## config.mk

```make
export PLATFORM = sky130hd
export DESIGN_NAME = binomial_coefficient_unit
export DESIGN_NICKNAME = d
export VERILOG_FILES = /design/src/rtl/bcu_pkg.sv /design/src/rtl/bcu_divider.sv /design/src/rtl/binomial_coefficient_unit.sv
export SDC_FILE = /design/constraint.sdc
export NUM_CORES = 2
export LEC_CHECK = 0
export BUFFER_PORTS_ARGS = -buffer_cell sky130_fd_sc_hd__buf_2
export CAP_MARGIN = 20
export CORE_MARGIN = 8
export CORE_UTILIZATION = 45
export CTS_BUF_LIST = sky130_fd_sc_hd__clkbuf_16
export DETAILED_ROUTE_END_ITERATION = 10
export PLACE_DENSITY = 0.58
export SLEW_MARGIN = 30
export SYNTH_ARGS = -nofsm -noshare
export SYNTH_HDL_FRONTEND = slang
export SYNTH_HIERARCHICAL = 1
export SYNTH_SLANG_ARGS = --single-unit
```

## constraint.sdc

```tcl
create_clock -name clk_i -period 17.5 [get_ports clk_i]
set_input_delay 0.875 -clock clk_i [delete_from_list [all_inputs] [get_ports clk_i]]
set_output_delay 0.875 -clock clk_i [all_outputs]
set_load 0.01 [all_outputs]
```

## src/rtl/bcu_pkg.sv

```systemverilog
// Shared types for the binomial coefficient unit.
// No dependencies.
package bcu_pkg;

  // What the sequencer is waiting on the shared divider for.
  typedef enum logic [1:0] {
    WLim = 2'd0,  // overflow limit ALLMAX / n
    WGcd = 2'd1,  // one Euclid step
    WRed = 2'd2,  // one cancellation step
    WQ   = 2'd3   // exact quotient that closes a round
  } div_use_e;

endpackage

```

## src/rtl/bcu_divider.sv

```systemverilog
// Restoring bit-serial divider, one quotient bit per cycle.
// No other dependencies.
module bcu_divider #(
  parameter int unsigned WordBits = 64
) (
  input  logic                clk_i,
  input  logic                rst_ni,
  input  logic                start_i,
  input  logic [WordBits-1:0] dividend_i,
  input  logic [WordBits-1:0] divisor_i,
  output logic                done_o,
  output logic [WordBits-1:0] quot_o,
  output logic [WordBits-1:0] rem_o
);
  localparam int unsigned CntW = $clog2(WordBits + 1);

  logic [WordBits-1:0] quot_q, rem_q, dvs_q;
  logic [CntW-1:0]     cnt_q;
  logic                busy_q, done_q;
  logic [WordBits:0]   trial;

  // Shift in the next dividend bit and try the subtraction.
  assign trial = {rem_q, quot_q[WordBits-1]} - {1'b0, dvs_q};

  always_ff @(posedge clk_i or negedge rst_ni) begin
    if (!rst_ni) begin
      busy_q <= 1'b0;
      done_q <= 1'b0;
      cnt_q  <= '0;
    end else begin
      done_q <= 1'b0;
      if (start_i) begin
        busy_q <= 1'b1;
        cnt_q  <= CntW'(WordBits);
        quot_q <= dividend_i;
        rem_q  <= '0;
        dvs_q  <= divisor_i;
      end else if (busy_q) begin
        if (trial[WordBits]) begin
          rem_q <= {rem_q[WordBits-2:0], quot_q[WordBits-1]};
          quot_q <= {quot_q[WordBits-2:0], 1'b0};
        end else begin
          rem_q <= trial[WordBits-1:0];
          quot_q <= {quot_q[WordBits-2:0], 1'b1};
        end
        cnt_q <= cnt_q - CntW'(1);
        if (cnt_q == CntW'(1)) begin
          busy_q <= 1'b0;
          done_q <= 1'b1;
        end
      end
    end
  end

  assign done_o = done_q;
  assign quot_o = quot_q;
  assign rem_o  = rem_q;

  assert property (@(posedge clk_i) disable iff (!rst_ni) done_q |-> !busy_q)
    else $error("divider done while busy");
  assert property (@(posedge clk_i) disable iff (!rst_ni) start_i |=> busy_q)
    else $error("divider failed to start");
  assert property (@(posedge clk_i) disable iff (!rst_ni) busy_q |-> cnt_q != '0)
    else $error("divider count underflow");
endmodule

```

## src/rtl/binomial_coefficient_unit.sv

```systemverilog
// Binomial coefficient unit: C(n,k) by the multiplicative method.
// Sequence: k=0, k=1 and k>=n go from acceptance straight to the output state. Otherwise a
// plain round runs a limit division, a shift-add multiply and an exact division; a round
// that cancels common factors adds further divisions, some five plus the Euclid steps.
// At most about 34 rounds run for a 64-bit word.
// Throughput: one request at a time; s_axis_tready is low until the result is registered.
// Reset (rst_ni, asynchronous, active low) returns the sequencer to idle.
module binomial_coefficient_unit #(
  parameter int unsigned WORD_BITS = 64
) (
  input  logic         clk_i,
  input  logic         rst_ni,
  input  logic         s_axis_tvalid,
  output logic         s_axis_tready,
  input  logic [127:0] s_axis_tdata,  // [63:0] n_value, [127:64] k_value
  output logic         m_axis_tvalid,
  input  logic         m_axis_tready,
  output logic [63:0]  m_axis_tdata,  // [63:0] coefficient
  output logic         m_axis_tuser   // [0] overflowed
);
  import bcu_pkg::*;

  localparam int unsigned W = WORD_BITS;
  localparam logic [W-1:0] AllMax = '1;

  typedef enum logic [3:0] {
    StIdle, StSetup, StDivWait, StG1, StG2, StReduce, StMul, StMulRun, StOut
  } state_e;

  state_e state_q;
  logic [W-1:0] n_q, k_q, r_q, d_q, nr_q, dr_q, ga_q, gb_q, lim_q;
  logic         ovf_q;
  div_use_e     wait_q;  // what the pending division serves
  logic [W-1:0] res_q;
  logic         res_ovf_q, out_v_q;
  logic [W-1:0] mul_acc_q, mul_a_q, mul_b_q;

  logic         div_start_q;
  logic [W-1:0] div_a_q, div_b_q, div_q, div_r;
  logic         div_done;

  bcu_divider #(.WordBits(W)) u_div (
    .clk_i, .rst_ni, .start_i(div_start_q), .dividend_i(div_a_q),
    .divisor_i(div_b_q), .done_o(div_done), .quot_o(div_q), .rem_o(div_r)
  );

  logic [W-1:0] in_n, in_k;
  assign in_n = s_axis_tdata[W-1:0];
  assign in_k = s_axis_tdata[64+W-1:64];

  // Sequencer driving the shared divider and the shift-add multiplier.
  always_ff @(posedge clk_i or negedge rst_ni) begin
    if (!rst_ni) begin
      state_q     <= StIdle;
      out_v_q     <= 1'b0;
      div_start_q <= 1'b0;
    end else begin
      if (out_v_q && m_axis_tready) out_v_q <= 1'b0;
      case (state_q)
        StIdle: if (s_axis_tvalid) begin
          n_q <= in_n; ovf_q <= 1'b0; d_q <= W'(1);
          k_q <= (in_k > (in_n >> 1)) ? in_n - in_k : in_k;
          if (in_k == '0) begin r_q <= W'(1); state_q <= StOut; end
          else if (in_k == W'(1)) begin r_q <= in_n; state_q <= StOut; end
          else if (in_k >= in_n) begin
            r_q <= (in_k == in_n) ? W'(1) : '0; state_q <= StOut;
          end else begin
            r_q <= W'(1); state_q <= StSetup;
          end
        end
        // Start of one round: limit = ALLMAX / n; once d exceeds k, go to the output.
        StSetup: begin
          if (d_q > k_q) state_q <= StOut;
          else begin
            div_a_q <= AllMax; div_b_q <= n_q; div_start_q <= 1'b1;
            wait_q <= WLim; state_q <= StDivWait;
          end
        end
        StDivWait: begin
          div_start_q <= 1'b0;
          if (div_done) begin
            case (wait_q)
              WLim: begin
                lim_q <= div_q;
                if (r_q >= div_q) begin
                  ga_q <= n_q; gb_q <= d_q; state_q <= StG1;
                end else begin
                  nr_q <= n_q; dr_q <= d_q; state_q <= StMul;
                end
              end
              WGcd: begin
                ga_q <= gb_q; gb_q <= div_r;
                state_q <= (ovf_q) ? StG2 : StG1;
              end
              WRed: begin
                // Steps of reductions chained through the ga_q selector.
                nr_q <= div_q; state_q <= StReduce;
              end
              default: begin
                r_q <= div_q; d_q <= d_q + W'(1); n_q <= n_q - W'(1);
                state_q <= StSetup;
              end
            endcase
          end
        end
        // First gcd(n, d); ovf_q used as phase flag until finish.
        StG1: begin
          if (gb_q == '0) begin
            lim_q <= ga_q; // g
            div_a_q <= n_q; div_b_q <= ga_q; div_start_q <= 1'b1;
            wait_q <= WRed; ga_q <= '0; state_q <= StDivWait;
          end else begin
            div_a_q <= ga_q; div_b_q <= gb_q; div_start_q <= 1'b1;
            wait_q <= WGcd; state_q <= StDivWait;
          end
        end
        // Reduction steps; ga_q counts which one.
        StReduce: begin
          if (ga_q == '0) begin
            ga_q <= W'(1); gb_q <= nr_q; // save nr
            div_a_q <= d_q; div_b_q <= lim_q; div_start_q <= 1'b1;
            wait_q <= WRed; state_q <= StDivWait;
          end else if (ga_q == W'(1)) begin
            dr_q <= nr_q; nr_q <= gb_q;
            ga_q <= r_q; gb_q <= nr_q; ovf_q <= 1'b1; state_q <= StG2;
          end else if (ga_q == W'(2)) begin
            r_q <= nr_q; ga_q <= W'(3);
            div_a_q <= dr_q; div_b_q <= lim_q; div_start_q <= 1'b1;
            wait_q <= WRed; state_q <= StDivWait;
          end else if (ga_q == W'(3)) begin
            dr_q <= nr_q; nr_q <= gb_q; ga_q <= W'(4);
            if (nr_q == '0 || gb_q == '0) begin
              r_q <= '0; ovf_q <= 1'b1; state_q <= StOut;
            end else begin
              div_a_q <= AllMax; div_b_q <= gb_q; div_start_q <= 1'b1;
              wait_q <= WRed; state_q <= StDivWait;
            end
          end else begin
            nr_q <= gb_q;
            if (r_q >= nr_q) begin
              r_q <= '0; ovf_q <= 1'b1; state_q <= StOut;
            end else state_q <= StMul;
          end
        end
        // Second gcd(r, dr); result goes to lim_q then reduces r, nr is kept in gb_q.
        StG2: begin
          if (gb_q == '0) begin
            lim_q <= (ga_q == '0) ? W'(1) : ga_q;
            gb_q <= nr_q;
            div_a_q <= r_q; div_b_q <= (ga_q == '0) ? W'(1) : ga_q;
            div_start_q <= 1'b1; ovf_q <= 1'b0; ga_q <= W'(2);
            wait_q <= WRed; state_q <= StDivWait;
          end else begin
            div_a_q <= ga_q; div_b_q <= gb_q; div_start_q <= 1'b1;
            wait_q <= WGcd; state_q <= StDivWait;
          end
        end
        // Load the shift-add multiplier with r and nr.
        StMul: begin
          mul_acc_q <= '0; mul_a_q <= r_q; mul_b_q <= nr_q;
          state_q <= StMulRun;
        end
        // One multiplier bit per cycle, then divide the product by dr.
        StMulRun: begin
          if (mul_b_q == '0) begin
            div_a_q <= mul_acc_q; div_b_q <= dr_q; div_start_q <= 1'b1;
            wait_q <= WQ; state_q <= StDivWait;
          end else begin
            if (mul_b_q[0]) mul_acc_q <= mul_acc_q + mul_a_q;
            mul_a_q <= mul_a_q << 1;
            mul_b_q <= mul_b_q >> 1;
          end
        end
        StOut: if (!out_v_q) begin
          res_q <= r_q; res_ovf_q <= ovf_q && (r_q == '0);
          out_v_q <= 1'b1; state_q <= StIdle;
        end
        default: state_q <= StIdle;
      endcase
    end
  end

  assign s_axis_tready = (state_q == StIdle);
  assign m_axis_tvalid = out_v_q;
  assign m_axis_tdata  = 64'(res_q);
  assign m_axis_tuser  = res_ovf_q;

  assert property (@(posedge clk_i) disable iff (!rst_ni)
    (s_axis_tvalid && s_axis_tready) |=> !s_axis_tready)
    else $error("accepted a request while busy");
  assert property (@(posedge clk_i) disable iff (!rst_ni)
    (m_axis_tvalid && m_axis_tuser) |-> m_axis_tdata == '0)
    else $error("overflow with nonzero result");
  assert property (@(posedge clk_i) disable iff (!rst_ni)
    div_start_q |-> state_q == StDivWait)
    else $error("divider started outside a wait");
endmodule

```

==> impl_metrics.py <==
metrics = {
    "routing": {
        "drc": 0,
        "drtIter0Drc": 10312,
        "viasPerCell": 6.54,
        "routedWlPerCell_um": 33.1,
        "first_pass_iters": 10,
        "vias": 64332,
        "routed_wl_um": 326000,
        "antenna_left": 0,
    },
    "cells_and_area": {
        "layout-drive-gt1-share": 0.0963,
        "area_growth_pct": 10.7,
        "fin_nets": 8130,
        "fillCellCount": 15087,
        "fin_cells": 9839,
    },
    "setup_path": {
        "startpoint_type": "flip-flop",
        "path_cells": "nor4_1 > nand4_1 > nor4_2 > nand2b_4 > nand2_1 > a31oi_1 > a311o_1 > nor2_4 > buf_16 > buf_4",
        "crit_arrival_ps": 6280,
        "cp_max_fo": 43,
        "crit_path_end_kind": "flip-flop",
        "critical_path_class": "reg -> reg",
        "slowest_stage": "nor4_1",
        "slowest_delay_ps": 850,
        "cp.required_ps": 17910,
    },
    "global_routing": {
        "antenna_found_initial": 24,
        "grt_pass1_vias": 59339,
        "grt_usage": 0.349,
        "grt_start_max_net_pins": 174,
        "grt_overflow": 0,
        "grt_pass1_wl_um": 452000,
    },
    "clock_tree": {
        "cts.repair.resized": 0,
        "hold_buffers": 0,
        "cts_tree": "yes",
        "clockBufferDepth": 3,
        "cts_setup_buffers": 0,
        "cts.reportedPaths.clkPinSlew_ps": 60,
        "numCtsBuffers": 138,
        "clock_latency_ps": 810,
        "htreeDepth": 4,
        "cts_num_sinks": 1171,
        "clock-root-buffer": "clkbuf_16",
    },
    "timing": {
        "rsz0062_at_grt": "false",
        "worst_pin_slew_ps": 1230,
        "max-slew-margin-rel": 0.169,
        "finalWorstSetupSlack_ps": 11630,
        "fin_crit_sh": 0.335,
        "final-setup-viol-count": 0,
        "fin_skew_ps": 56.2,
        "min_period_ps": 5870,
        "hold_ws_ps": 108,
        "max_freq_mhz": 170,
        "hold_viol_final": 0,
        "maxSlewViolCount": 0,
        "setup_tns_ps": 0,
    },
    "placed_design": {
        "dp_slack_ps": 11840,
        "post-place-cells": 9579,
        "dpl.hpwl_um": 239000,
        "port_buffers": 198,
        "globalplace.congestion": 0.994,
    },
    "yosys": {
        "synthAdderAreaFrac": 0.0770,
        "synth_top_family_by_area": "compound AO/OA/AOI/OAI gates",
        "synth_xor_area_frac": 0.0313,
        "syn_area_per_cell_um2": 9.80,
        "synthFlopType": "edfxtp_1",
        "synth_simple_gate_area_share": 0.137,
        "ys_types": 92,
        "netlist_area_um2": 73900,
        "synth_compound_area_frac": 0.183,
        "yosysWarnings": 6,
        "syn_nets": 8121,
        "yosys_register_bits": 1171,
        "synthMuxAreaShare": 0.0462,
        "yosysSeqAreaShare": 0.475,
        "synthCells": 7536,
        "synthArstFlopShare": 0.0128,
        "synth-edff-count": 1156,
    },
    "die": {
        "die-height_um": 421,
        "fp-row-count": 148,
        "initial_core_util": 0.453,
        "die_area_um2": 177000,
        "io_pins": 199,
        "fp.dieW_um": 421,
        "core_um2": 163000,
    },
    "worst_hold_path": {
        "hold_class": "in -> async",
    },
    "pwr": {
        "p_per_area_nw_per_um2": 152,
        "cellLeakagePower_uw": 0.0317,
        "ir_drop_v": 0.000208,
    },
    "flow_run": {
        "cap_violations": 0,
    },
    "status": {
        "status": "finished clean",
    },
}
area by class of cell:
class | instances | area, um2 | area share
inverters | 537 | 2020 | 0.0247
diodes | 11 | 27.5 | 0.000337
well taps | 2175 | 2720 | 0.0333
clock buffers | 144 | 3600 | 0.0441
clock inverters | 104 | 835 | 0.0102
repair buffers | 316 | 2080 | 0.0254
multi-input cells | 5381 | 35400 | 0.433
flip-flops and latches | 1171 | 35100 | 0.429
logic make-up after synthesis:
| kind of cell | count (synthesis) |
|---|---|
| fa+ha+maj | 453 |
| mux | 327 |
| flops | 1171 |
| compound gates | 2104 |
| xor+xnor | 263 |
| simple gates | 2234 |
| buf+inv | 984 |
sequential cells by signal (all words and copies together), names as in the netlist, 2 cells and up:
name / count
d_q: 64
div_a_q: 64
div_b_q: 64
dr_q: 64
ga_q: 64
gb_q: 64
k_q: 64
lim_q: 64
m_axis_tdata: 64
mul_a_q: 64
mul_acc_q: 64
mul_b_q: 64
n_q: 64
nr_q: 64
r_q: 64
state_q: 4
u_div/cnt_q: 7
u_div/dvs_q: 64
u_div/quot_o: 64
u_div/rem_o: 64
wait_q: 2
critical path, delay by kind of cell (launching register included):
family	cells	cell delay (ps)
buf+inv	2	810
compound gates	2	530
flops	1	450
simple gates	6	3550
where the power goes:
part           switching, uW  internal, uW  leakage [uW]
combinational           2970          1580        0.0186
clock                   1270          1670       0.00226
sequential               933          4020        0.0109
total                   5170          7260        0.0317
final timing paths:
kind	startpoint	endpoint	slack [ps]	cells past startpoint
hold reg to reg	div_b_q[1]	u_div/dvs_q[1]	400	0
max in group asynchronous	rst_ni	div_start_q	16130	2
min in group clk_i	m_axis_tready	m_axis_tvalid	390	2
setup / recovery	ga_q[52]	div_a_q[34]	11630	10
hold / removal	rst_ni	u_div/cnt_q[1]	110	1
setup reg to reg	ga_q[52]	div_a_q[34]	11630	10
metrics by stage:
step	utilization	area (um2)	power [uW]
floorplan	-	73900	7460
global placement	0.473	77000	9270
detailed placement	0.474	77200	9350
CTS	0.501	81700	12300
global route	0.502	81700	12900
finish	0.502	81800	12400
layout by cell type (no fill, tap or decap), types with 39 or more instances in the layout:
master     count
a21o_1       221
a21oi_1      412
a221oi_1      75
a222oi_1     111
a22oi_1       86
a311oi_1      49
a31oi_1       43
and3_1        44
buf_2        198
buf_4        100
clkbuf_16    144
edfxtp_1    1156
ha_1         450
inv_1        556
mux2_2       114
mux2i_1      213
nand2_1      973
nand2b_1      39
nand3_1       85
nand4_1      141
nor2_1       554
nor3_1        65
nor4_1       109
o211ai_1      87
o21ai_0      740
o21bai_1      41
xnor2_1      146
xor2_1       115
synthesized netlist by cell type (114+ instances only):
library cell     n  area, um2
mux2_2         114       1280
nor4_1         121        757
nand4_1        141        882
o21ai_0        741       3710
ha_1           450       5630
a21o_1         222       1670
mux2i_1        213       2130
xor2_1         116       1020
nor2_1         565       2120
nand2_1        974       3660
inv_1          537       2020
xnor2_1        146       1280
a21oi_1        413       2070
clkbuf_1       395       1480
edfxtp_1      1156      34700
metal layers:
| metal | share of wire | global-route usage | routed length, um |
|---|---|---|---|
| met1 | 0.38 | 0.448 | 124000 |
| met2 | 0.42 | 0.506 | 136000 |
| met3 | 0.10 | 0.0745 | 33400 |
| met4 | 0.10 | 0.284 | 33000 |
| met5 | 0.00023 | 0 | 75 |
No activity file was read; power rests on OpenSTA's default activity.
